--- src/hw/rtl/sconv_pkg.sv ---
// Shared types, codes and width helpers for the strided 1-D convolution block.
package sconv_pkg;

   localparam int VAL_W = 16;
   localparam int PROD_W = 32;
   localparam int ACC_W = 48;
   localparam int OUT_W = 32;
   localparam int POS_W = 16;
   localparam int FILT_W = 4;
   localparam int CHAN_W = 3;
   localparam int TAP_W = 3;
   localparam int CSR_IDX_W = 3;
   localparam int CSR_DATA_W = 5;

   localparam int DEF_MAX_IN_CH = 8;
   localparam int DEF_MAX_OUT_CH = 16;
   localparam int DEF_MAX_TAPS = 8;

   typedef enum logic [1:0] {
      CMD_WEIGHT = 2'd0,
      CMD_BIAS   = 2'd1,
      CMD_SAMPLE = 2'd2,
      CMD_NONE   = 2'd3
   } cmd_type;

   typedef enum logic [CSR_IDX_W-1:0] {
      REG_KERNEL_LEN   = 3'd0,
      REG_STEP_LEN     = 3'd1,
      REG_IN_CHANNELS  = 3'd2,
      REG_OUT_CHANNELS = 3'd3
   } reg_idx_type;

   // per-word pipeline tag: one (filter, channel) pair
   typedef struct packed {
      logic              vld;
      logic              first;
      logic              last;
      logic              fend;
      logic [FILT_W-1:0] filt;
   } sconv_tag_type;

   function automatic int addr_w(input int n);
      return (n <= 1) ? 1 : $clog2(n);
   endfunction

endpackage

--- src/hw/rtl/sconv_hist.sv ---
// Column history memory (one row of all ring slots per channel) with valid bits.
module sconv_hist import sconv_pkg::*; #(
   parameter int MAX_TAPS = DEF_MAX_TAPS,
   parameter int CW = 3,
   parameter int TW = 3
) (
   input  logic                             clock,
   input  logic                             reset,
   input  logic                             wr_en,
   input  logic [TW-1:0]                    wr_slot,
   input  logic [CW-1:0]                    wr_ch,
   input  logic [VAL_W-1:0]                 wr_data,
   input  logic                             clr_row_en,
   input  logic [TW-1:0]                    clr_slot,
   input  logic                             clr_all,
   input  logic                             rd_en,
   input  logic [CW-1:0]                    rd_ch,
   output logic [MAX_TAPS-1:0][VAL_W-1:0]   rd_row,
   output logic [MAX_TAPS-1:0]              rd_vld
);

   logic [MAX_TAPS-1:0][VAL_W-1:0]   h_mem [2**CW];
   logic [MAX_TAPS-1:0][2**CW-1:0]   vld_ff, vld_in;
   logic [MAX_TAPS-1:0][VAL_W-1:0]   rd_row_ff;
   logic [MAX_TAPS-1:0]              rd_vld_ff, rd_vld_in;

   always_ff @(posedge clock) begin
      if (wr_en) begin
         h_mem[wr_ch][wr_slot] <= wr_data;
      end
      if (rd_en) begin
         rd_row_ff <= h_mem[rd_ch];
      end
   end

   always_comb begin
      vld_in = vld_ff;
      if (wr_en) begin
         vld_in[wr_slot][wr_ch] = 1'b1;
      end
      if (clr_row_en) begin
         vld_in[clr_slot] = '0;
      end
      if (clr_all) begin
         vld_in = '0;
      end
      for (int t = 0; t < MAX_TAPS; t++) begin
         rd_vld_in[t] = vld_ff[t][rd_ch];
      end
   end

   always_ff @(posedge clock) begin
      if (reset) begin
         vld_ff <= '0;
         rd_vld_ff <= '0;
      end else begin
         vld_ff <= vld_in;
         if (rd_en) begin
            rd_vld_ff <= rd_vld_in;
         end
      end
   end

   assign rd_row = rd_row_ff;
   assign rd_vld = rd_vld_ff;

endmodule

--- config.mk ---
export PLATFORM = sky130hd
export DESIGN_NAME = sconv_hist
export DESIGN_NICKNAME = d
export VERILOG_FILES = /design/src/hw/rtl/sconv_pkg.sv /design/src/hw/rtl/sconv_hist.sv
export SDC_FILE = /design/constraint.sdc
export NUM_CORES = 1
export LEC_CHECK = 0
export BUFFER_PORTS_ARGS = -buffer_cell sky130_fd_sc_hd__buf_2
export CAP_MARGIN = 5
export CORE_MARGIN = 2
export CORE_UTILIZATION = 50
export CTS_CLUSTER_DIAMETER = 80
export DETAILED_ROUTE_END_ITERATION = 10
export PLACE_DENSITY = 0.67
export SYNTH_ARGS = -nofsm -noshare
export SYNTH_HDL_FRONTEND = slang
export SYNTH_SLANG_ARGS = --single-unit
--- constraint.sdc ---
create_clock -name clock -period 3.25 [get_ports clock]
set_clock_uncertainty 0.05 [all_clocks]
set_input_delay 0.975 -clock clock [delete_from_list [all_inputs] [get_ports clock]]
set_output_delay 0.975 -clock clock [all_outputs]
set_load 0.005 [all_outputs]
==> impl_results.md <==
- Total number of vias: 20700
- Status: completed
- Slew margin rel.: 39.9%
- Largest net degree at the start of global routing: 65
- Clock buffer depth: 3
- Area Growth Syn to Fin: 15.4%
- CP Capture Type: primary output
- CTS sink count: 1224
- Total wire length: 98100 microns
- Layout Cells excl Fill: 3536
- Cell area after layout: 52300 sq um
- PD cells: 617 nW/um^2
- Initial Utilization: 50.4%
- ANT nets after route: 0
- Hold Crit Depth: 1
- Layout cells sized above 1: 36.9%
- Slew @ Worst Pin: 899 ps
- DR vias/cell: 5.86
- First-pass GRT wire length: 144000 microns
- Syn nets: 1959
- Die area: 93000 sq um
- Hpwl dp: 56900 microns
- Highest clock rate: 416 MHz
- Buffers on Ports: 169
- Number of distinct library cells after synthesis: 30
- Cell Rows: 110
- Post-synth EDFFs: 1152
- Initial DRT Pass Iterations: 7
- Most frequent cells in the layout: edfxtp_1 (1152), mux4_2 (256), buf_2 (165)
- Total of warnings raised by yosys: 0
- Arrival @ worst endpoint: 1380 ps
- CP top delay family: flip-flops
- Die width: 305 microns
- CP Max Fanout: 2
- Min-delay worst type: reg2reg
- Vias in the first global route: 21500
- Gpl congestion: 0.783
- Post-CTS Resized: 0
- Final worst-path cycle share: 74.0%
- Fin nets: 2290
- WP depth: 1
- Cts bufs inserted: 115
- Cells along the critical path: buf_2
- Clock root cell: clkbuf_16
- Startpoint Class: flop
- Required time worst endpoint: 2220 ps
- Commonest non-fill, non-tap cell in the layout: edfxtp_1
- Hold buffer count at CTS: 0
- Syn Std Cell Area: 45300 sq um
- Slowest cell on crit path: dfxtp_1
- DR WL/cell: 27.7 microns
- Placed cell count: 3315
- Final min period: 2410 ps
- Chip Height: 305 microns
- Critical path buffers and inverters: 1
- Initial antenna violation count: 20
- Reg2Reg Depth: 2
- Core area: 89900 sq um
- Critical Path Max Stage Delay: 510 ps
- Mapped Avg Cell Area: 23.5 sq um
- Clock-pin slew on the worst setup and hold paths: 60 ps
- Number of DRC markers in iteration 0: 1985
- Cell count after synthesis: 1925
- Buffer count from post-CTS setup fixing: 0
- Final setup vio count: 0
- Leakage: 17.0 nW
- Grt ovf: 0
- Maximum vdd drop: 0.482 mV
- Worst-Skew Late Latency: 690 ps
- CTS tree: done
- Sequential area share after synthesis: 79.6%
- Flip-flop and latch count after synthesis: 1224
- RSZ-0062 raised after global routing: no
- Maxcap violations: 0
- Top FF cell, synth: edfxtp_1
- Slew Limit Fails: 0
- CTS H-Tree Depth: 3
- Io pins: 170
- DRC: 0
- Placed inst area: 48500 sq um
- Final hold violations: 0
- Setup Total Neg Slack: 0 ps
- FFs w/ async S/R, synth: 0%
- Total GRT Usage: 21.3%
- Crit path kind: reg2out
-- through the flow --
step	hold slack, ps	power [mW]	setup slack [ps]	util [%]
final	416	32.2	844	58.1
after global routing	429	33.2	809	58.1
after CTS	417	32.5	833	58.1
after detailed placement	403	19.4	375	54.0
after global placement	391	19.3	388	54.0
after floorplan	385	18.6	268	-
-- synthesized netlist by cell type, types with 2 or more instances --
| cell type | count | share of area, % |
|---|---|---|
| a211oi_1 | 8 | 0.13 |
| a21oi_1 | 3 | 0.033 |
| a221o_1 | 5 | 0.11 |
| a22oi_1 | 3 | 0.050 |
| a31oi_1 | 4 | 0.055 |
| buf_1 | 21 | 0.17 |
| buf_2 | 12 | 0.13 |
| buf_4 | 2 | 0.033 |
| buf_6 | 24 | 0.60 |
| clkbuf_1 | 27 | 0.22 |
| dfxtp_1 | 72 | 3.2 |
| edfxtp_1 | 1152 | 76 |
| mux2_2 | 144 | 3.6 |
| mux2i_1 | 16 | 0.35 |
| mux4_2 | 256 | 13 |
| nand2_1 | 5 | 0.041 |
| nand3_1 | 5 | 0.055 |
| nand3b_1 | 3 | 0.050 |
| nor2_1 | 76 | 0.63 |
| nor2b_1 | 7 | 0.097 |
| o21a_1 | 64 | 1.1 |
| o221ai_1 | 3 | 0.058 |
| o22ai_1 | 5 | 0.069 |
| or3b_2 | 2 | 0.039 |
-- flip-flops by register name (all words and copies together) (netlist names) --
signal / flops
h_mem: 1024
rd_row: 128
vld_ff: 64
rd_vld: 8
-- layer usage --
| layer | share of wire [%] | GRT usage (%) |
|---|---|---|
| met3 | 7.6 | 4.53 |
| met2 | 49 | 34.4 |
| met5 | 0.098 | 0 |
| met1 | 42 | 30.1 |
| met4 | 1.5 | 4.50 |
-- layout make-up --
cell class / count / area [sq um]
multi-input combinational: 614 / 8700
sequential: 1224 / 36000
fill: 6310 / 37600
tap: 1176 / 1470
clock buffer: 153 / 3110
antenna: 6 / 15.0
clock inverter: 62 / 621
timing repair buffer: 301 / 2290
-- path summary, 6_finish.rpt --
kind	slack [ps]	startpoint	endpoint
hold reg to reg	420	vld_ff[42]	vld_ff[42]
setup reg to reg	1770	h_mem[5][48]	rd_row[48]
setup / recovery	840	rd_vld[7]	rd_vld[7]
hold / removal	420	vld_ff[42]	vld_ff[42]
-- power breakdown --
group          switching [mW]  leakage (nW)  internal [mW]
sequential             0.0975          11.0           17.5
clock                    5.60          1.81           7.60
combinational           0.804          4.14          0.641
total                    6.50          17.0           25.7
-- kinds of logic after synthesis --
logic type      count (synthesis)  share of synthesized area (%)
compound gates                 96                           1.59
buf+inv                        87                           1.19
flops                        1224                           79.6
simple gates                  102                          0.967
mux                           416                           16.7
Power figures use the tool's default switching activity.
